$ cat src/hw/rtl/tmv4_pkg.sv
// ----------------------------------------------------------------------------
// tmv4_pkg
// Shared types, constants and helpers for the transposed matrix-vector block.
// ----------------------------------------------------------------------------
`default_nettype none

package tmv4_pkg;

  localparam int unsigned Cols          = 4;
  localparam int unsigned LanesDefault  = 4;
  localparam int unsigned FracDefault   = 16;
  localparam int unsigned FifoDepth     = 8;
  localparam int unsigned DataW         = 32;
  localparam int unsigned AccW          = 64;
  localparam int unsigned ColW          = 3;
  localparam int unsigned CfgIdxW       = 2;

  // configuration register indexes
  localparam logic [CfgIdxW-1:0] RegAlpha   = 2'd0;
  localparam logic [CfgIdxW-1:0] RegBeta    = 2'd1;
  localparam logic [CfgIdxW-1:0] RegColumns = 2'd2;

  localparam logic [ColW-1:0] ColumnsReset = 3'd4;

  typedef struct packed {
    logic signed [DataW-1:0] a_col0;
    logic signed [DataW-1:0] a_col1;
    logic signed [DataW-1:0] a_col2;
    logic signed [DataW-1:0] a_col3;
    logic signed [DataW-1:0] x_value;
    logic signed [DataW-1:0] y_lane0;
    logic signed [DataW-1:0] y_lane1;
    logic signed [DataW-1:0] y_lane2;
    logic signed [DataW-1:0] y_lane3;
    logic                    last_row;
  } in_item_t;

  typedef struct packed {
    logic signed [DataW-1:0] z_lane0;
    logic signed [DataW-1:0] z_lane1;
    logic signed [DataW-1:0] z_lane2;
    logic signed [DataW-1:0] z_lane3;
    logic                    overflow;
  } out_item_t;

  // control seen by one accumulator lane in the accumulate stage
  typedef struct packed {
    logic valid;
    logic last;
    logic active;
  } acc_ctl_t;

  // column counts other than one to three mean four columns
  function automatic logic [ColW-1:0] num_cols(input logic [ColW-1:0] cfg);
    logic [ColW-1:0] n;
    n = ColumnsReset;
    if (cfg >= 3'd1 && cfg <= 3'd3) begin
      n = cfg;
    end
    return n;
  endfunction

endpackage

`default_nettype wire

$ cat src/hw/rtl/tmv4_mac_lane.sv
// ----------------------------------------------------------------------------
// tmv4_mac_lane
// One column lane: registered a*x product, saturating 64-bit accumulator,
// and capture of the final sum and y element on the last row.
// ----------------------------------------------------------------------------
`default_nettype none

module tmv4_mac_lane (
  input  wire logic                                 clk_i,
  input  wire logic                                 rst_ni,
  input  wire logic                                 in_fire_i,
  input  wire logic signed [tmv4_pkg::DataW-1:0]    a_i,
  input  wire logic signed [tmv4_pkg::DataW-1:0]    x_i,
  input  wire logic signed [tmv4_pkg::DataW-1:0]    y_i,
  input  wire tmv4_pkg::acc_ctl_t                   ctl_i,
  output logic                                      sat_o,
  output logic signed [tmv4_pkg::AccW-1:0]          fin_acc_o,
  output logic signed [tmv4_pkg::DataW-1:0]         fin_y_o
);

  logic signed [tmv4_pkg::AccW-1:0]  prod_q;
  logic signed [tmv4_pkg::DataW-1:0] y_q;
  logic signed [tmv4_pkg::AccW-1:0]  acc_q, acc_d;
  logic signed [tmv4_pkg::AccW-1:0]  sum;
  logic signed [tmv4_pkg::AccW-1:0]  sum_sat;
  logic                              sat;

  always_ff @(posedge clk_i) begin
    if (in_fire_i) begin
      prod_q <= a_i * x_i;
      y_q    <= y_i;
    end
  end

  always_comb begin
    sum = acc_q + prod_q;
    sat = (acc_q[tmv4_pkg::AccW-1] == prod_q[tmv4_pkg::AccW-1]) &&
          (sum[tmv4_pkg::AccW-1] != acc_q[tmv4_pkg::AccW-1]);
    sum_sat = sum;
    if (sat) begin
      sum_sat = acc_q[tmv4_pkg::AccW-1] ? {1'b1, {(tmv4_pkg::AccW-1){1'b0}}}
                                        : {1'b0, {(tmv4_pkg::AccW-1){1'b1}}};
    end
  end

  assign sat_o = ctl_i.valid && ctl_i.active && sat;

  always_comb begin
    acc_d = acc_q;
    if (ctl_i.valid) begin
      if (ctl_i.last) begin
        acc_d = '0;
      end else if (ctl_i.active) begin
        acc_d = sum_sat;
      end
    end
  end

  always_ff @(posedge clk_i or negedge rst_ni) begin
    if (!rst_ni) begin
      acc_q <= '0;
    end else begin
      acc_q <= acc_d;
    end
  end

  always_ff @(posedge clk_i) begin
    if (ctl_i.valid && ctl_i.last) begin
      fin_acc_o <= ctl_i.active ? sum_sat : '0;
      fin_y_o   <= y_q;
    end
  end

endmodule

`default_nettype wire

$ cat config.mk
export PLATFORM = sky130hd
export DESIGN_NAME = tmv4_mac_lane
export DESIGN_NICKNAME = d
export VERILOG_FILES = /design/src/hw/rtl/tmv4_pkg.sv /design/src/hw/rtl/tmv4_mac_lane.sv
export SDC_FILE = /design/constraint.sdc
export NUM_CORES = 2
export LEC_CHECK = 0
export ABC_AREA = 1
export BUFFER_PORTS_ARGS = -buffer_cell sky130_fd_sc_hd__buf_2
export CELL_PAD_IN_SITES_DETAIL_PLACEMENT = 1
export CELL_PAD_IN_SITES_GLOBAL_PLACEMENT = 1
export CORE_ASPECT_RATIO = 0.75
export CORE_MARGIN = 3
export CORE_UTILIZATION = 53
export DETAILED_ROUTE_END_ITERATION = 7
export PLACE_DENSITY = 0.95
export REMOVE_ABC_BUFFERS = 1
export SYNTH_ARGS = -nofsm -noshare
export SYNTH_HDL_FRONTEND = slang
export SYNTH_SLANG_ARGS = --single-unit
$ cat constraint.sdc
create_clock -name clk_i -period 5.5 [get_ports clk_i]
set_clock_uncertainty 0.1 [all_clocks]
set_input_delay 1.1 -clock clk_i [delete_from_list [all_inputs] [get_ports clk_i]]
set_output_delay 1.1 -clock clk_i [all_outputs]
set_load 0.05 [all_outputs]
==> impl_metrics.ini, run 1 <==
[status]
run_status = stopped before the end
haltStage = 5_1_grt
error = [ERROR GRT-0116] Global routing finished with congestion. Check the congestion regions in the DRC Viewer.

[yosys]
synthCells = 6672
ys_ff_latch = 256
ys_types = 42
synth_area_um2 = 52750
ys_warn_count = 0
syn_area_per_cell_um2 = 7.906
synth_seq_area_share_pct = 13.97

[cts]
clockRootBuffer = clkbuf_16
cts.path.max_buffers = 3
cts_buffers = 25
clock-sinks = 256
htree_levels = 1
hold_buffers = 0

[place]
gp_congestion = 1.055
place_inst = 8528
hpwl_um = 202900
place_ws_ns = -3.477
numPortBuffers = 198

[grt]
grt_pass1_vias = 79689
grt-ovfl-total = 1154
grt_pass1_wl_um = 633200
grt_max_degree = 65
grt_use_total_pct = 84.54

[die]
row_count = 99
start_util_pct = 53.84
die_y_um = 279.2
ioPinCount = 199
fp.dieW_um = 370.3
synthesized netlist by cell type (all sizes together):
master   number  share of area, %
a221oi        1             0.017
dfrtp        64               3.0
and2          2             0.024
nor2        326               2.4
xor2         46              0.76
a31oi         3             0.036
or2           7             0.083
nand4        29              0.34
nor4          8             0.095
xnor2        48              0.80
and3          9              0.11
o211ai        6             0.085
o21a          2             0.028
o21ai       109               1.0
a21oi       137               1.3
nand3       150               1.5
nand2b        1             0.012
buf          19              0.27
nand2      2012                14
nand3b        9              0.13
nor3         31              0.29
ha          247               5.9
inv        1900                14
o2111ai       1             0.017
a21boi        5             0.071
and3b         1             0.017
clkbuf      208               1.5
edfxtp      192                11
a211oi        1             0.014
fa         1083                41
a21o          8              0.11
o21bai        7              0.10
layer usage:
layer / global-route usage [%] / overflow
met1: 83.88 / 51
met2: 97.11 / 640
met3: 73.10 / 39
met4: 86.12 / 415
met5: 47.39 / 9
what timing repair did:
action	in CTS
endpoints found under the hold margin	0
setup buffers	87
cloned	4
resized for setup	955
pin swaps	248
endpoints found under the setup margin	57
cells by family after synthesis:
family | count (synthesis) | share of synthesized area (%)
flops | 256 | 13.97
buf+inv | 2127 | 15.27
compound gates | 280 | 2.823
simple gates | 2585 | 19.42
xor+xnor | 94 | 1.561
fa+ha+maj | 1330 | 46.96
per-stage QoR:
| step | TNS, ns | cell area [um2] |
|---|---|---|
| after detailed placement | -162.64 | 59360 |
| after floorplan | -82.64 | 51830 |
| after global placement | -132.81 | 59360 |
| after CTS | -104.84 | 64500 |
==> inputs of run 2 (changes only) <==
CELL_PAD_IN_SITES_DETAIL_PLACEMENT = not set   (was 1)
CELL_PAD_IN_SITES_GLOBAL_PLACEMENT = not set   (was 1)
CORE_ASPECT_RATIO = not set   (was 0.75)
CORE_UTILIZATION = 40   (was 53)
PLACE_DENSITY = not set   (was 0.95)
PLACE_DENSITY_LB_ADDON = 0.15   (was not set)
==> run 2 against run 1 <==
  * The flow now finishes, with violations (setup timing)
  * Area after synthesis stayed put
  * Synthesized cell count stayed put
==> impl_metrics.ini, run 2 <==
[timing]
clock.fmax_mhz = 136.8
whs_ns = 0.3172
drv_slew = 0
max_slew.worst_pin.slew_ns = 0.9816
setup_ws_ns = -1.808
period_share_pct = 132.9
min_period_ns = 7.308
slew_headroom_pct = 34.56
hold_viol = 0
rsz0062_at_grt = true
finalSetupViolations = 55

[grt]
grt_pass1_vias = 46126
antenna_found_initial = 3
grt-ovfl-total = 0
grt_max_degree = 66
grt_pass1_wl_um = 262200
grt_use_total_pct = 24.73

[detailed_routing]
ant_nets = 0
firstDrtPassIters = 5
wl_um = 177300
drt-initial-drc-count = 2513
drc_errors = 0
via_per_inst = 4.759
post_drt_wl_per_cell_um = 19.36
vias = 43574

[yosys]
ys.flop_type = edfxtp_1
synth.top_cell.area_share_pct = 41.10
ys_types = 42
synthCells = 6672
synth_area_um2 = 52750
ys_ff_latch = 256
ys_warn_count = 0
syn_area_per_cell_um2 = 7.906
synth_area_leaders = fa_1 (41%), nand2_1 (14%), inv_1 (14%), edfxtp_1 (11%), ha_1 (5.9%)
synth.most_common_cell = nand2_1
synth_seq_area_share_pct = 13.97
synthArstFlopShare_pct = 25.00
yosysTopAreaCell = fa_1
synth-edff-count = 192
synth.top_cells.by_count = nand2_1 (1,993), inv_1 (1,898), fa_1 (1,083)

[worst_setup_path]
reg2reg_depth = 14
r2r_start = prod_q[53]
worstSetupStartpointType = input port
crit_type = input port to register
reg2reg_slack_ns = 1.73
setup.worst_path.end = prod_q[44]
required_ns = 5.72
rr_endpoint = fin_acc_o[34]
cp.arrival_ns = 7.53
crit_path_start = x_i[21]
cp_max_fo = 8
end_kind = register

[place]
numPortBuffers = 198
place_ws_ns = -3.048
place_inst = 8993
gp_congestion = 0.9664
hpwl_um = 141000

[cts]
clockRootBuffer = clkbuf_16
cts.path.max_buffers = 3
cts_buffers = 29
path_clk_slew_ns = 0.06
htree_levels = 1
hold_buffers = 0
tritoncts = built
clock-sinks = 256
worstSkewPairLatency_ns = 0.57

[die]
ioPinCount = 199
design.die.area_um2 = 136300
start_util_pct = 40.53
fp.dieW_um = 369.2
core_um2 = 130100
row_count = 132
die_y_um = 369.2

[final_layout]
area_delta_synth_final_pct = 27.56
nets = 8824
reg_top3 = acc_q x64, fin_acc_o x64, prod_q x64
final_core_util_pct = 51.70
fin_cells = 9156
final_cell_mix = nand2_1 (1,885), inv_1 (1,776), fa_1 (1,006)
final_common_cell = nand2_1
layout-drive-gt1-share_pct = 22.58

[status]
violations = setup timing
run_status = finished with violations

[min_path]
hp-class = register to register

[flow_run]
maxCapViolCount = 0
==> run 2: cell counts after synthesis <==
No cell type changed its count.
==> run 2: what timing repair did <==
| action | 4_1_cts | 5_1_grt |
|---|---|---|
| setup buffers | 21 | 65 |
| pin swaps | 111 | 263 |
| endpoints found under the setup margin | 55 | 55 |
| gates resized for setup | 509 | 673 |
| gates cloned | 6 | 28 |
| hold endpoints to repair | 0 | 0 |
==> run 2: worst min path at each step <==
stage | slack [ns] | depth (start not counted) | from | endpoint
final | 0.32 | 0 | y_q[23] | fin_y_o[23]
after floorplan | 0.30 | 0 | y_q[0] | fin_y_o[0]
after detailed placement | 0.30 | 0 | y_q[23] | fin_y_o[23]
after CTS | 0.32 | 0 | y_q[23] | fin_y_o[23]
after global placement | 0.30 | 0 | y_q[1] | fin_y_o[1]
after global routing | 0.33 | 0 | y_q[30] | fin_y_o[30]
==> run 2: cells by family (layout without fill, tap and decap cells) <==
| family | after synthesis | in the layout | synth area share, % |
|---|---|---|---|
| buffers and inverters | 2127 | 2868 | 15.27 |
| AOI/OAI and AO/OA | 280 | 280 | 2.823 |
| other | 0 | 1 | 0 |
| adders and majority gates | 1330 | 1330 | 46.96 |
| xor gates and xnor gates | 94 | 94 | 1.561 |
| and+or+nand+nor | 2585 | 2585 | 19.42 |
| DFF | 256 | 256 | 13.97 |
==> run 2: area by class of cell <==
| type | count | area [um2] |
|---|---|---|
| Fill cell | 12402 | 62860 |
| Multi-Input combinational cell | 4289 | 40780 |
| Timing Repair Buffer | 916 | 8830 |
| Sequential cell | 256 | 7367 |
| Inverter | 1900 | 7157 |
| Tap cell | 1742 | 2180 |
| Clock buffer | 36 | 772.0 |
| Clock inverter | 16 | 202.7 |
| Antenna cell | 1 | 2.502 |
==> run 2: layer usage <==
layer  share of wire (%)  vias up  GRT usage [%]
met1                  43    21723          33.66
met2                  48     1143          43.48
met4                 3.1        6          4.480
met3                 5.8      239          2.100
li1                    -    20463              -
met5               0.022        -              0
==> run 2: through the flow <==
stage               cell area [um2]  setup TNS (ns)
detailed placement            60410         -137.33
CTS                           63670          -80.76
floorplan                     51830          -82.64
global placement              60410         -135.68
global route                  67280          -90.70
finish                        67290          -80.73
==> run 2: worst max-delay path, stage by stage <==
cell and delay [ns]:
buf_12 0.12, buf_12 0.15, buf_12 0.15, nand2_2 0.07, inv_1 0.05, fa_1 0.50
inv_1 0.06, fa_1 0.47, inv_1 0.04, fa_1 0.49, inv_1 0.05, fa_1 0.50
inv_2 0.05, fa_2 0.57, fa_1 0.43, fa_2 0.58, fa_2 0.48, ha_4 0.32
nand2_2 0.11, o21ai_1 0.26, a21oi_1 0.07, buf_4 0.16, o21ai_2 0.15, inv_1 0.07
nand2_2 0.11, a21oi_1 0.10, xnor2_1 0.13, buf_4 0.16
Power of run 2 is not shown: default switching activity piles up to over one toggle a cycle in this logic, so the estimate is an artifact.
