File: src/hw/rtl/tmv4_pkg.sv
// ----------------------------------------------------------------------------
// tmv4_pkg
// Shared types, constants and helpers for the transposed matrix-vector block.
// ----------------------------------------------------------------------------
`default_nettype none

package tmv4_pkg;

  localparam int unsigned Cols          = 4;
  localparam int unsigned LanesDefault  = 4;
  localparam int unsigned FracDefault   = 16;
  localparam int unsigned FifoDepth     = 8;
  localparam int unsigned DataW         = 32;
  localparam int unsigned AccW          = 64;
  localparam int unsigned ColW          = 3;
  localparam int unsigned CfgIdxW       = 2;

  // configuration register indexes
  localparam logic [CfgIdxW-1:0] RegAlpha   = 2'd0;
  localparam logic [CfgIdxW-1:0] RegBeta    = 2'd1;
  localparam logic [CfgIdxW-1:0] RegColumns = 2'd2;

  localparam logic [ColW-1:0] ColumnsReset = 3'd4;

  typedef struct packed {
    logic signed [DataW-1:0] a_col0;
    logic signed [DataW-1:0] a_col1;
    logic signed [DataW-1:0] a_col2;
    logic signed [DataW-1:0] a_col3;
    logic signed [DataW-1:0] x_value;
    logic signed [DataW-1:0] y_lane0;
    logic signed [DataW-1:0] y_lane1;
    logic signed [DataW-1:0] y_lane2;
    logic signed [DataW-1:0] y_lane3;
    logic                    last_row;
  } in_item_t;

  typedef struct packed {
    logic signed [DataW-1:0] z_lane0;
    logic signed [DataW-1:0] z_lane1;
    logic signed [DataW-1:0] z_lane2;
    logic signed [DataW-1:0] z_lane3;
    logic                    overflow;
  } out_item_t;

  // control seen by one accumulator lane in the accumulate stage
  typedef struct packed {
    logic valid;
    logic last;
    logic active;
  } acc_ctl_t;

  // column counts other than one to three mean four columns
  function automatic logic [ColW-1:0] num_cols(input logic [ColW-1:0] cfg);
    logic [ColW-1:0] n;
    n = ColumnsReset;
    if (cfg >= 3'd1 && cfg <= 3'd3) begin
      n = cfg;
    end
    return n;
  endfunction

endpackage

`default_nettype wire

File: src/hw/rtl/tmv4_out_fifo.sv
// ----------------------------------------------------------------------------
// tmv4_out_fifo
// Small result queue between the scaling pipeline and the output channel.
// ----------------------------------------------------------------------------
`default_nettype none

module tmv4_out_fifo #(
  parameter int unsigned DEPTH = tmv4_pkg::FifoDepth
) (
  input  wire logic                 clk_i,
  input  wire logic                 rst_ni,
  input  wire logic                 push_i,
  input  wire tmv4_pkg::out_item_t  data_i,
  input  wire logic                 pop_i,
  output logic                      valid_o,
  output tmv4_pkg::out_item_t       data_o
);

  localparam int unsigned PtrW = (DEPTH > 1) ? $clog2(DEPTH) : 1;
  localparam int unsigned CntW = $clog2(DEPTH + 1);

  tmv4_pkg::out_item_t mem_q [DEPTH];
  logic [PtrW-1:0]     wr_ptr_q, wr_ptr_d;
  logic [PtrW-1:0]     rd_ptr_q, rd_ptr_d;
  logic [CntW-1:0]     count_q, count_d;

  always_comb begin
    wr_ptr_d = wr_ptr_q;
    rd_ptr_d = rd_ptr_q;
    count_d  = count_q;
    if (push_i) begin
      wr_ptr_d = (wr_ptr_q == PtrW'(DEPTH - 1)) ? '0 : wr_ptr_q + 1'b1;
    end
    if (pop_i) begin
      rd_ptr_d = (rd_ptr_q == PtrW'(DEPTH - 1)) ? '0 : rd_ptr_q + 1'b1;
    end
    if (push_i && !pop_i) begin
      count_d = count_q + 1'b1;
    end else if (pop_i && !push_i) begin
      count_d = count_q - 1'b1;
    end
  end

  always_ff @(posedge clk_i or negedge rst_ni) begin
    if (!rst_ni) begin
      wr_ptr_q <= '0;
      rd_ptr_q <= '0;
      count_q  <= '0;
    end else begin
      wr_ptr_q <= wr_ptr_d;
      rd_ptr_q <= rd_ptr_d;
      count_q  <= count_d;
    end
  end

  always_ff @(posedge clk_i) begin
    if (push_i) begin
      mem_q[wr_ptr_q] <= data_i;
    end
  end

  assign valid_o = (count_q != '0);
  assign data_o  = mem_q[rd_ptr_q];

endmodule

`default_nettype wire

File: config.mk
export PLATFORM = sky130hd
export DESIGN_NAME = tmv4_out_fifo
export DESIGN_NICKNAME = d
export VERILOG_FILES = /design/src/hw/rtl/tmv4_pkg.sv /design/src/hw/rtl/tmv4_out_fifo.sv
export SDC_FILE = /design/constraint.sdc
export NUM_CORES = 1
export LEC_CHECK = 0
export ABC_AREA = 1
export CAP_MARGIN = 10
export CORE_AREA = 2 2 292 351
export DETAILED_ROUTE_END_ITERATION = 12
export DIE_AREA = 0 0 294 353
export DONT_BUFFER_PORTS = 1
export GPL_TIMING_DRIVEN = 1
export PLACE_DENSITY_LB_ADDON = 0.12
export SETUP_SLACK_MARGIN = 0.02
export SLEW_MARGIN = 20
export SYNTH_ARGS = -nofsm -noshare
export SYNTH_HDL_FRONTEND = slang
export SYNTH_SLANG_ARGS = --single-unit
File: constraint.sdc
create_clock -name clk_i -period 6.8 [get_ports clk_i]
set_input_delay 0.34 -clock clk_i [delete_from_list [all_inputs] [get_ports clk_i]]
set_output_delay 0.34 -clock clk_i [all_outputs]
set_load 0.1 [all_outputs]
## After elaboration in Yosys (flattened, before gate mapping)

Memories as Yosys holds them, arrays and structs flattened.
Index checks and enable logic that the tools add are counted.

- Register bits: 10
- Latch bits: 0
- RAM bits: 1032
- ROM bits: 0
- Input port bits: 133
- Output and inout bits: 130
- Word-level logic and storage cells: 22
- Memories kept: 1

- $add $sub $neg: 4
- Multiply operators: 0
- Div/mod/pow operators: 0
- $lt $le $gt $ge: 0
- Equality and inequality tests: 2
- Shift operators: 0
- Muxes and demuxes: 6
- Bitwise logic cells: 0
- Reduce and logical (&&, ||, !) cells: 6

Memories:

| name | depth | width | rd ports | clocked after Yosys merged registers in | wr ports | RTL line | source |
|---|---|---|---|---|---|---|---|
| mem_q | 8 | 129 | 1 | 0 | 1 | tmv4_out_fifo.sv:22 | `tmv4_pkg::out_item_t mem_q [DEPTH];` |

Operators by type and width:

| kind | number |
|---|---|
| 4-bit two-way mux | 2 |
| 3-bit by 1-bit adder with 3-bit output, second input constant | 2 |
| 3-bit == test, second input constant | 2 |
| 3-bit two-way mux | 2 |
| 4-bit by 1-bit adder with 4-bit output, second input constant | 1 |
| 4-bit nonzero test | 1 |
| 4-bit by 1-bit subtractor with 4-bit output, second input constant | 1 |
| 1-bit logical AND | 2 |
| 1-bit logical NOT | 2 |
| 1-bit two-way mux | 2 |
| 2-bit nonzero test | 1 |

## Longest topological paths before layout

Gate-level depths: netlist of run 1.

- Word-level depth: 4
- Mapped depth: 10
- Mapped depth without buffers: 10

## Worst setup path before layout of run 1

Ideal clock, no wire load.

- Kind: register -> register
- Start: register wr_ptr_q[0]
- End: memory mem_q[0][0] (netlist name) (enable)
- Library setup time: 620 ps
- Arrival time: 5928 ps
- Data required time: 6180 ps
- Slack: 253 ps
- Cell stages (with the launch flop): 4
- Path buffers: 0
- Period minus slack after synthesis: 6547 ps
- Path through: dfrtp_1 inv_1 nand2_1 nor2_1

RTL lines:

| what | RTL line | source |
|---|---|---|
| start: declaration | tmv4_out_fifo.sv:23 | `logic [PtrW-1:0] wr_ptr_q, wr_ptr_d;` |
| start signal: assignment | tmv4_out_fifo.sv:50 | `wr_ptr_q <= wr_ptr_d;` |
| end: declaration | tmv4_out_fifo.sv:22 |  |

No word-level cell before the write port.

==> implementation parameters, run 1 <==
Parameter                              Value

CTS
  Number of buffers added by the clock tree synthesis step    106
  Clock transition at path regs    60 ps
  Clock tree sinks    1042
  Clock tree from TritonCTS    yes
  Clock insertion delay at the later pin of the skew report    660 ps
  Clk root buf    clkbuf_16
  H-Tree Depth    3
  Number of buffers on the longest clock path    3

Synthesis
  Synth Flop Type    edfxtp_1
  Commonest cells in the synthesized netlist    1699 x nand2_1, 1043 x nor2_1, 1032 x edfxtp_1
  Biggest area consumer among synthesized cells    edfxtp_1
  Seq/Total Area, Yosys    0.6970
  Cell with the most instances after synthesis    nand2_1
  Synth Instances    4536
  Combined area of all synthesized cells    0.04482 sq mm
  Share of flip-flops with an asynchronous set or reset    0.009597
  Count of warnings emitted by yosys    0
  Number of flip-flops and latches in the synthesized netlist    1042
  Count of flip-flops with a built-in enable after synthesis    1032
  Area share of the leading cell type in the synthesized netlist    0.6915
  Number of library cell types mapped by synthesis    18
  Mean Syn Cell Area    9.881 sq um
  Net count of the mapped netlist    4677
  Most area-consuming cells after synthesis    edfxtp_1 69%, nand2_1 14%, nor2_1 8.7%

Cells and area
  Area growth, synth to finish    12.60%
  Ratio of cells with drive above 1 in the final layout    0.04169
  Reg area    0.03125 sq mm
  Net total in the final layout    4753
  Fill cell count    9101
  Area used by multi-input combinational logic    0.01055 sq mm

Die
  Number of top-level pins    263
  Die extent in x    294 um
  Overall die area    0.1038 sq mm
  Area of the core region    0.1007 sq mm
  Effective utilization at floorplan    0.4449
  Height of the chip    353 um
  Standard-cell rows    128

Pwr
  Static Leakage    21.40 nW
  Power per cell area    470.3 mW/mm^2
  Power share of the clock group    0.232
  Switching Share    0.4735
  Power consumption    23.73 mW
  Maximum vdd ir drop    0.5112 mV
  Internal power    12.49 mW
  Share of total power in sequential cells    0.343
  Switching power summed over all nets    11.24 mW
  Portion of total power attributed to combinational logic    0.425

GRT
  Maximum number of pins on one net before global-route repair    198
  Antenna violations before repair    14
  Total gr overflow    0
  Global-route usage over all layers    0.1922
  Global-route wire length before repair    153400 um
  Via count of the first global-routing pass    26209

Timing
  Final Slew Violations    0
  Tightest Pin Transition    1070 ps
  Final setup violation count    0
  Part of the cycle the worst path needs    0.6037
  Post-route minimum period    4105 ps
  Worst slew margin    0.2865
  Final total negative setup slack    0 ps
  Unrepaired setup endpoints after global routing    false
  Setup skew after layout    15.41 ps
  Fmax    243.6 MHz
  Final Hold Vio Count    0

Route
  Drc violations    0
  Via density per instance    4.605
  Wire per inst    16.52 um
  Count of nets left with antenna violations after detail routing    0
  Vias    27668
  Count of routing violations after the opening detailed-route iteration    1626
  Count of TritonRoute iterations in the first routing pass    5
  Total wirelength of the detailed-routed design    99240 um

Run
  Total of max-cap violations    0

Placement
  Count of buffers from port buffering    0
  HPWL after detailed placement    48890 um
  Routability congestion estimate from global placement    0.7155

Worst setup path
  Worst path required time    6460 ps
  Worst Path Max Fanout    117
  Launch instance of the worst register-to-register path    wr_ptr_q[0]
  Type of origin of the critical path    flip-flop
  CP Data Arrival Time    3770 ps
  Worst Setup End Kind    output port
  First element of the critical path    rd_ptr_q[0]
  WS Path Type    flip-flop to output port

Min path
  Worst Hold Class    primary input to flip-flop
  HP Start    pop_i

Run status
  Status    finished clean
==> cells in the final DEF, fill, tap and decap left out, drive strengths merged, types with 10 or more instances in the layout <==
cell type    instances
clkinv              46
dlygate4sd3        132
nand2             1699
nor2              1043
clkbuf             136
buf                 36
edfxtp            1032
inv                534
dfrtp               10
==> per-stage QoR <==
stage	utilization	cell area [sq um]	hold slack, ps	instances	setup slack, ps
after floorplan	-	44820	44.41	4536	252.6
after global placement	0.4552	45850	44.93	5672	3311
after detailed placement	0.4552	45850	44.81	5672	3325
after CTS	0.5008	50450	20.34	6001	2592
after global routing	0.5009	50460	84.78	6007	2380
final	0.5010	50470	69.11	6008	2695
==> logic make-up (layout without fill, tap and decap cells) <==
logic type / Yosys count / count (layout) / synth area share
flip-flops: 1042 / 1042 / 0.6970
AO/OA/AOI/OAI: 8 / 8 / 0.0008934
XOR/XNOR: 2 / 2 / 0.0003909
adder cells (fa/ha/maj): 8 / 8 / 0.002401
buffers and inverters: 728 / 893 / 0.06893
other: 0 / 7 / 0
AND/OR/NAND/NOR: 2748 / 2748 / 0.2303
==> state kept, by name (all words and copies together), names as in the netlist <==
register	count
mem_q	1032
count_q	4
rd_ptr_q	3
wr_ptr_q	3
==> worst paths after layout <==
path / slack [ps] / cells after the start / end
max reg2reg: 4050 / 5 / mem_q[4][60]
max in group asynchronous: 6230 / 1 / rd_ptr_q[2]
min reg2reg: 530 / 2 / count_q[2]
max: 2690 / 8 / data_o[76]
min: 70 / 3 / count_q[0]
min in group asynchronous: 120 / 1 / wr_ptr_q[2]
==> worst max-delay path, cell delays in order, from the launching register on <==
cell and delay (ps):
dfrtp_4 1080, buf_12 350, buf_12 410, nor2_1 100, nor2_1 100, nand2_1 90, nand2_1 60, nand2_1 50
nand2_1 740
==> area by class of cell <==
| class | count | area share |
|---|---|---|
| timing repair buffer | 168 | 0.03476 |
| tap | 1300 | 0.03223 |
| clock inverter | 61 | 0.009248 |
| sequential | 1042 | 0.6193 |
| clock buffer | 136 | 0.05561 |
| multi-input combinational | 2766 | 0.2090 |
| antenna | 7 | 0.0003471 |
| inverter | 528 | 0.03952 |
==> power by group through the flow <==
stage | Clock, mW | Combinational (mW) | Sequential [mW]
2_1_floorplan | 0 | 8.65 | 8.25
3_3_place_gp | 0 | 10.1 | 8.27
3_5_place_dp | 0 | 10.1 | 8.28
4_1_cts | 5.67 | 10.3 | 8.14
5_1_grt | 5.93 | 10.9 | 8.21
6_report | 5.51 | 10.1 | 8.14
==> metal layers <==
layer / share of wire / GRT usage
met4: 0.019 / 0.04888
met1: 0.45 / 0.2533
met5: 0.0011 / 0
met3: 0.049 / 0.04217
met2: 0.48 / 0.3225
==> timing repair <==
action / in CTS / in global routing
setup buffers: 0 / 0
endpoints found under the hold margin: 1049 / 0
resized for setup: 0 / 0
hold buffers: 132 / 0
(Power assumes the default switching activity.)
==> run 2: changes to the inputs <==
==> constraint.sdc (replaced) <==
create_clock -name clk_i -period 3.4 [get_ports clk_i]
set_input_delay 0.17 -clock clk_i [delete_from_list [all_inputs] [get_ports clk_i]]
set_output_delay 0.17 -clock clk_i [all_outputs]
set_load 0.1 [all_outputs]
==> implementation parameters, run 2 (synthesized netlist as in run 1, its figures left out) <==
Parameter                              Value

Worst setup path
  WS Path Type    flip-flop to output port (unchanged)
  Worst Path Max Fanout    62 (was 117)
  Critical path's largest stage delay    900 ps (was 1080 ps)
  Most frequent cell on the critical path    nand2_1 (unchanged)
  Count of cells along the worst register-to-register path    4 (was 5)
  Depth of the critical timing path with buffers and inverters included    9 (was 8)
  Worst path cell trace    buf_12, buf_12, nor2_1, nor2_1, nand2_1, nand2_1, nand2_1, nand2_1, buf_4 (was buf_12, buf_12, nor2_1, nor2_1, nand2_1, nand2_1, nand2_1, nand2_1)
  Worst r2r dst    mem_q[2][83] (was mem_q[4][60])
  Worst path required time    3230 ps (was 6460 ps)
  Launch instance of the worst register-to-register path    wr_ptr_q[0] (unchanged)
  Critical Path End    data_o[69] (was data_o[76])
  CP Data Arrival Time    2870 ps (was 3770 ps)
  Worst Setup End Kind    output port (unchanged)
  Slack of the worst reg-to-reg path    1270 ps (was 4050 ps)
  Type of origin of the critical path    flip-flop (unchanged)
  First element of the critical path    rd_ptr_q[0] (unchanged)
  Delay-heaviest family, CP    flip-flops (was simple AND/OR/NAND/NOR gates)
  Slowest-stage cell, CP    dfrtp_4 (unchanged)
  Number of buffers and inverters on the critical path    3 (was 2)

Cells and area
  Biggest register    mem_q (unchanged)
  Area growth, synth to finish    17.32% (was 12.60%)
  Share of the core filled with cells in the final layout    0.5220 (was 0.5010)
  Summed area of non-filler cells in the final layout    0.05258 sq mm (was 0.05047 sq mm)
  Leading registers by flop count    mem_q: 1032 flops, count_q: 4 flops (unchanged)
  Commonest cells after routing, fill and taps aside    1699 x nand2_1, 1035 x nor2_1, 1032 x edfxtp_1 (unchanged)
  Number of flip-flops in the largest register    1032 (unchanged)
  Final std cells w/o fill    6169 (was 6008)
  Fill cell count    8869 (was 9101)
  Net total in the final layout    4923 (was 4753)
  Most common library cell in the layout ignoring fill and taps    nand2_1 (unchanged)
  Ratio of cells with drive above 1 in the final layout    0.07444 (was 0.04169)

Die
  Overall die area    0.1038 sq mm (unchanged)
  Standard-cell rows    128 (unchanged)
  Number of top-level pins    263 (unchanged)
  Die extent in x    294 um (unchanged)
  Area of the core region    0.1007 sq mm (unchanged)
  Effective utilization at floorplan    0.4449 (unchanged)
  Height of the chip    353 um (unchanged)

Timing
  Final Slew Violations    0 (unchanged)
  Worst slew margin    0.3860 (was 0.2865)
  Tightest Pin Transition    921.0 ps (was 1070 ps)
  Final setup violation count    0 (unchanged)
  Final setup slack of the worst path    361.7 ps (was 2695 ps)
  Final Hold Vio Count    0 (unchanged)
  Final total negative setup slack    0 ps (unchanged)
  Fmax    329.1 MHz
  Part of the cycle the worst path needs    0.8936
  Unrepaired setup endpoints after global routing    false (unchanged)
  Setup skew after layout    17.38 ps (was 15.41 ps)
  Post-route minimum period    3038 ps

Placement
  # placed instances    5840 (was 5672)
  Routability congestion estimate from global placement    0.7178 (was 0.7155)
  Post-placement cell area    0.04783 sq mm (was 0.04585 sq mm)
  Count of buffers from port buffering    0 (unchanged)
  Worst slack after detailed placement    914.3 ps (was 3325 ps)
  HPWL after detailed placement    54250 um (was 48890 um)

Pwr
  Switching Share    0.4522 (was 0.4735)
  Internal power    27.81 mW (was 12.49 mW)
  Power per cell area    965.4 mW/mm^2 (was 470.3 mW/mm^2)
  Static Leakage    22.53 nW (was 21.40 nW)
  Share of total power in sequential cells    0.318 (was 0.343)
  Portion of total power attributed to combinational logic    0.458 (was 0.425)
  Switching power summed over all nets    22.95 mW (was 11.24 mW)
  Power share of the clock group    0.224 (was 0.232)
  Maximum vdd ir drop    1.211 mV (was 0.5112 mV)

CTS
  Clock insertion delay at the later pin of the skew report    660 ps (about the same)
  Number of buffers on the longest clock path    3 (unchanged)
  Clock transition at path regs    60 ps (about the same)
  H-Tree Depth    3 (unchanged)
  Number of buffers added by the clock tree synthesis step    106 (unchanged)
  Number of cells upsized or downsized after cts    0 (unchanged)
  Clock tree sinks    1042 (unchanged)
  Clk root buf    clkbuf_16 (unchanged)
  Clock tree from TritonCTS    yes (unchanged)

GRT
  Antenna violations before repair    15 (was 14)
  Global routing met2 resource utilization    0.3363 (was 0.3225)
  Global-route usage over all layers    0.1969 (was 0.1922)
  Via count of the first global-routing pass    27325 (was 26209)
  Met3 global-route usage    0.03260 (was 0.04217)
  Peak-usage layer in the global routing report    met2 (unchanged)
  Met1 usage in global routing    0.2610 (was 0.2533)
  Total gr overflow    0 (unchanged)
  Global-route wire length before repair    157400 um (was 153400 um)
  Maximum number of pins on one net before global-route repair    133 (was 198)

Route
  Via density per instance    4.641 (was 4.605)
  Wire per inst    16.47 um (was 16.52 um)
  Count of routing violations after the opening detailed-route iteration    1639 (was 1626)
  Count of TritonRoute iterations in the first routing pass    5 (unchanged)
  Vias    28632 (was 27668)
  Total wirelength of the detailed-routed design    101600 um (was 99240 um)
  Count of nets left with antenna violations after detail routing    0 (unchanged)
  Drc violations    0 (unchanged)

Run
  Total of max-cap violations    0 (unchanged)

Min path
  Worst Hold Class    primary input to flip-flop (unchanged)
  Hold Path Cell Cnt    2 (was 3)

Run status
  Status    finished clean (unchanged)
[run 2: cell types whose count changed in the layout (fill, tap and decap cells not counted), moves of 2 or more]
cell / before / now
bufinv_16: 6 / 11
clkinvlp_4: 3 / 1
clkinv_2: 22 / 17
clkbuf_1: 27 / 18
clkbuf_8: 2 / 4
inv_6: 6 / 2
buf_12: 13 / 70
buf_4: 23 / 134
clkinv_1: 24 / 28
[run 2: per-stage QoR]
step / power, mW / hold slack (ps)
final: 50.76 / 184.2
after global routing: 53.52 / 169.5
after CTS: 51.35 / 152.0
after detailed placement: 39.62 / -125.2
after global placement: 39.52 / -125.2
after floorplan: 33.65 / -125.6
[run 2: power groups by stage]
stage / Clock, mW / Combinational [mW] / Sequential, mW
6_report: 11.4 / 23.2 / 16.2
5_1_grt: 12.2 / 25.1 / 16.3
2_1_floorplan: 0 / 17.3 / 16.3
4_1_cts: 11.7 / 23.5 / 16.2
3_3_place_gp: 0 / 23.1 / 16.4
3_5_place_dp: 0 / 23.2 / 16.5
[run 2: layout make-up]
class | count | area [sq um] | area share
timing repair buffer | 338 | 3766 | 0.07163
sequential | 1042 | 31250 | 0.5944
clock buffer | 130 | 2825 | 0.05373
clock inverter | 59 | 553.0 | 0.01052
tap | 1300 | 1627 | 0.03093
antenna | 6 | 15.01 | 0.0002856
inverter | 528 | 1994 | 0.03793
multi-input combinational | 2766 | 10550 | 0.2006
[run 2: worst min path at each step]
stage               startpoint       endpoint  slack [ps]
floorplan               rst_ni     count_q[0]        -130
global placement        rst_ni     count_q[2]        -130
detailed placement      rst_ni     count_q[2]        -130
CTS                     push_i  mem_q[1][123]         150
global route            push_i  mem_q[1][123]         170
finish                  push_i  mem_q[1][120]         180
[run 2: layer usage]
metal  routed length [um]  part of all wire  up-vias
li1                     -                 -    14576
met5                  103            0.0010        -
met3                 4285             0.042      149
met1                45170              0.44    13397
met2                50110              0.49      494
met4                 1924             0.019       16
[run 2: worst register-to-register path, delay by kind of cell, from the launching register on]
| kind | cells | cell delay (ps) |
|---|---|---|
| buf+inv | 2 | 420 |
| flops | 1 | 390 |
| simple gates | 2 | 980 |
[run 2: repair_timing]
item	in CTS	in global routing
hold buffers	133	0
hold endpoints to repair	1052	0
setup buffers	0	1
endpoints found under the setup margin	0	5
==> run 3: changes to the inputs <==
--- a/config.mk
+++ b/config.mk
@@ -7,9 +7,9 @@
 export LEC_CHECK = 0
 export ABC_AREA = 1
 export CAP_MARGIN = 10
-export CORE_AREA = 2 2 292 351
+export CORE_AREA = 2 2 288 347
 export DETAILED_ROUTE_END_ITERATION = 12
-export DIE_AREA = 0 0 294 353
+export DIE_AREA = 0 0 290 349
 export DONT_BUFFER_PORTS = 1
 export GPL_TIMING_DRIVEN = 1
 export PLACE_DENSITY_LB_ADDON = 0.12
==> implementation parameters, run 3 (synthesized netlist as in run 1, its figures left out) <==
Parameter                              Value

Timing
  Unrepaired setup endpoints after global routing    false (unchanged)
  Minimum hold slack    291.0 ps (was 184.2 ps)
  Worst slew margin    0.3770 (was 0.3860)
  Tightest Pin Transition    934.5 ps (was 921.0 ps)
  Final Slew Violations    0 (unchanged)
  Final setup violation count    0 (unchanged)
  Final Hold Vio Count    0 (unchanged)
  Final setup slack of the worst path    342.9 ps (was 361.7 ps)
  Final total negative setup slack    0 ps (unchanged)
  Post-route minimum period    3057 ps (was 3038 ps)
  Fmax    327.1 MHz (was 329.1 MHz)
  Part of the cycle the worst path needs    0.8991 (was 0.8936)
  Setup skew after layout    30.27 ps (was 17.38 ps)

CTS
  H-Tree Depth    3 (unchanged)
  Clock insertion delay at the later pin of the skew report    690 ps (was 660 ps)
  Number of cells upsized or downsized after cts    0 (unchanged)
  Number of buffers added by the clock tree synthesis step    104 (was 106)
  Clock tree from TritonCTS    yes (unchanged)
  Clock tree sinks    1042 (unchanged)
  Clock transition at path regs    60 ps (about the same)
  Number of buffers on the longest clock path    3 (unchanged)
  Clk root buf    clkbuf_16 (unchanged)

Worst setup path
  CP Data Arrival Time    2890 ps (was 2870 ps)
  Most frequent cell on the critical path    nand2_1 (unchanged)
  Number of buffers and inverters on the critical path    3 (unchanged)
  Delay-heaviest family, CP    buffers and inverters (was flip-flops)
  Slowest-stage cell, CP    dfrtp_4 (unchanged)
  WS Path Type    flip-flop to output port (unchanged)
  Type of origin of the critical path    flip-flop (unchanged)
  Worst path cell trace    buf_12, buf_12, nor2_1, nor2_1, nand2_1, nand2_1, nand2_1, nand2_1, buf_4 (unchanged)
  Critical path's largest stage delay    800 ps (was 900 ps)
  Worst Path Max Fanout    55 (was 62)
  Worst path required time    3230 ps (about the same)
  Slack of the worst reg-to-reg path    1310 ps (was 1270 ps)
  Worst Setup End Kind    output port (unchanged)

Die
  Overall die area    0.1012 sq mm (was 0.1038 sq mm)
  Die extent in x    290 um (was 294 um)
  Area of the core region    0.09790 sq mm (was 0.1007 sq mm)
  Effective utilization at floorplan    0.4578 (was 0.4449)
  Standard-cell rows    126 (was 128)
  Number of top-level pins    263 (unchanged)
  Height of the chip    349 um (was 353 um)

Route
  Count of nets left with antenna violations after detail routing    0 (unchanged)
  Count of TritonRoute iterations in the first routing pass    5 (unchanged)
  Total wirelength of the detailed-routed design    99760 um (was 101600 um)
  Drc violations    0 (unchanged)
  Count of routing violations after the opening detailed-route iteration    1531 (was 1639)
  Vias    28527 (was 28632)
  Via density per instance    4.651 (was 4.641)
  Wire per inst    16.26 um (was 16.47 um)

Pwr
  Power per cell area    974.5 mW/mm^2 (was 965.4 mW/mm^2)
  Static Leakage    22.49 nW (was 22.53 nW)
  Power consumption    51.22 mW (was 50.76 mW)
  Maximum vdd ir drop    1.131 mV (was 1.211 mV)

Placement
  Post-placement cell area    0.04802 sq mm (was 0.04783 sq mm)
  Count of buffers from port buffering    0 (unchanged)
  Routability congestion estimate from global placement    0.7366 (was 0.7178)
  HPWL after detailed placement    50880 um (was 54250 um)
  # placed instances    5809 (was 5840)
  Worst slack after detailed placement    1054 ps (was 914.3 ps)

Cells and area
  Net total in the final layout    4909 (was 4923)
  Summed area of non-filler cells in the final layout    0.05256 sq mm (was 0.05258 sq mm)
  Ratio of cells with drive above 1 in the final layout    0.07216 (was 0.07444)
  Final std cells w/o fill    6134 (was 6169)
  Commonest cells after routing, fill and taps aside    1699 x nand2_1, 1035 x nor2_1, 1032 x edfxtp_1 (unchanged)
  Area growth, synth to finish    17.28% (was 17.32%)
  Leading registers by flop count    mem_q: 1032 flops, count_q: 4 flops (unchanged)
  Number of flip-flops in the largest register    1032 (unchanged)
  Biggest register    mem_q (unchanged)
  Share of the core filled with cells in the final layout    0.5369 (was 0.5220)
  Most common library cell in the layout ignoring fill and taps    nand2_1 (unchanged)

GRT
  Maximum number of pins on one net before global-route repair    150 (was 133)
  Global-route usage over all layers    0.1961 (was 0.1969)
  Via count of the first global-routing pass    26688 (was 27325)
  Global-route wire length before repair    152500 um (was 157400 um)
  Antenna violations before repair    13 (was 15)
  Total gr overflow    0 (unchanged)

Run
  Total of max-cap violations    0 (unchanged)

Min path
  Worst Hold Class    primary input to flip-flop (unchanged)

Run status
  Status    finished clean (unchanged)
## run 3: changes by cell type in the layout (fill, tap and decap cells not counted), sizes merged
cell and delta:
clkbuf +4, buf -12, bufinv -6, clkinvlp -1, inv +3, clkinv -1, diode -2
## run 3: path summary, 6_finish.rpt
check | depth (start not counted) | start | to
setup / recovery | 9 | rd_ptr_q[0] | data_o[118]
setup reg to reg | 4 | wr_ptr_q[0] | mem_q[2][76]
min in group asynchronous | 2 | rst_ni | rd_ptr_q[2]
max in group asynchronous | 2 | rst_ni | rd_ptr_q[1]
hold reg to reg | 2 | count_q[2] | count_q[2]
hold / removal | 3 | push_i | mem_q[1][4]
## run 3: final cells by class
type,instances,area (sq um)
Clock inverter,54,420.4
Multi-Input combinational cell,2766,10550
Timing Repair Buffer,326,3956
Tap cell,1280,1602
Inverter,528,1994
Antenna cell,4,10.01
Clock buffer,134,2778
Fill cell,8433,45340
Sequential cell,1042,31250
## run 3: power breakdown
group	switching, mW	internal (mW)
Combinational	18.0	6.29
Clock	4.72	6.13
Sequential	0.362	15.7
## run 3: repair_timing
item | in CTS | in global routing
hold endpoints to repair | 1052 | 0
hold buffers | 133 | 0
setup buffers | 0 | 0
endpoints found under the setup margin | 0 | 0
## run 3: per-layer routing
metal  vias up  track usage  share of wire
met3       154      0.03237          0.042
met4        18      0.05261          0.020
met2       477       0.3407           0.49
met1     13335       0.2555           0.44
met5         -            0         0.0012
li1      14543            -              -
## run 3: worst reg2reg max path, cell delays in order (launching register included)
cell	delay [ps]
dfrtp_1	400
inv_1	90
nand2_1	240
nor2_4	200
buf_12	610
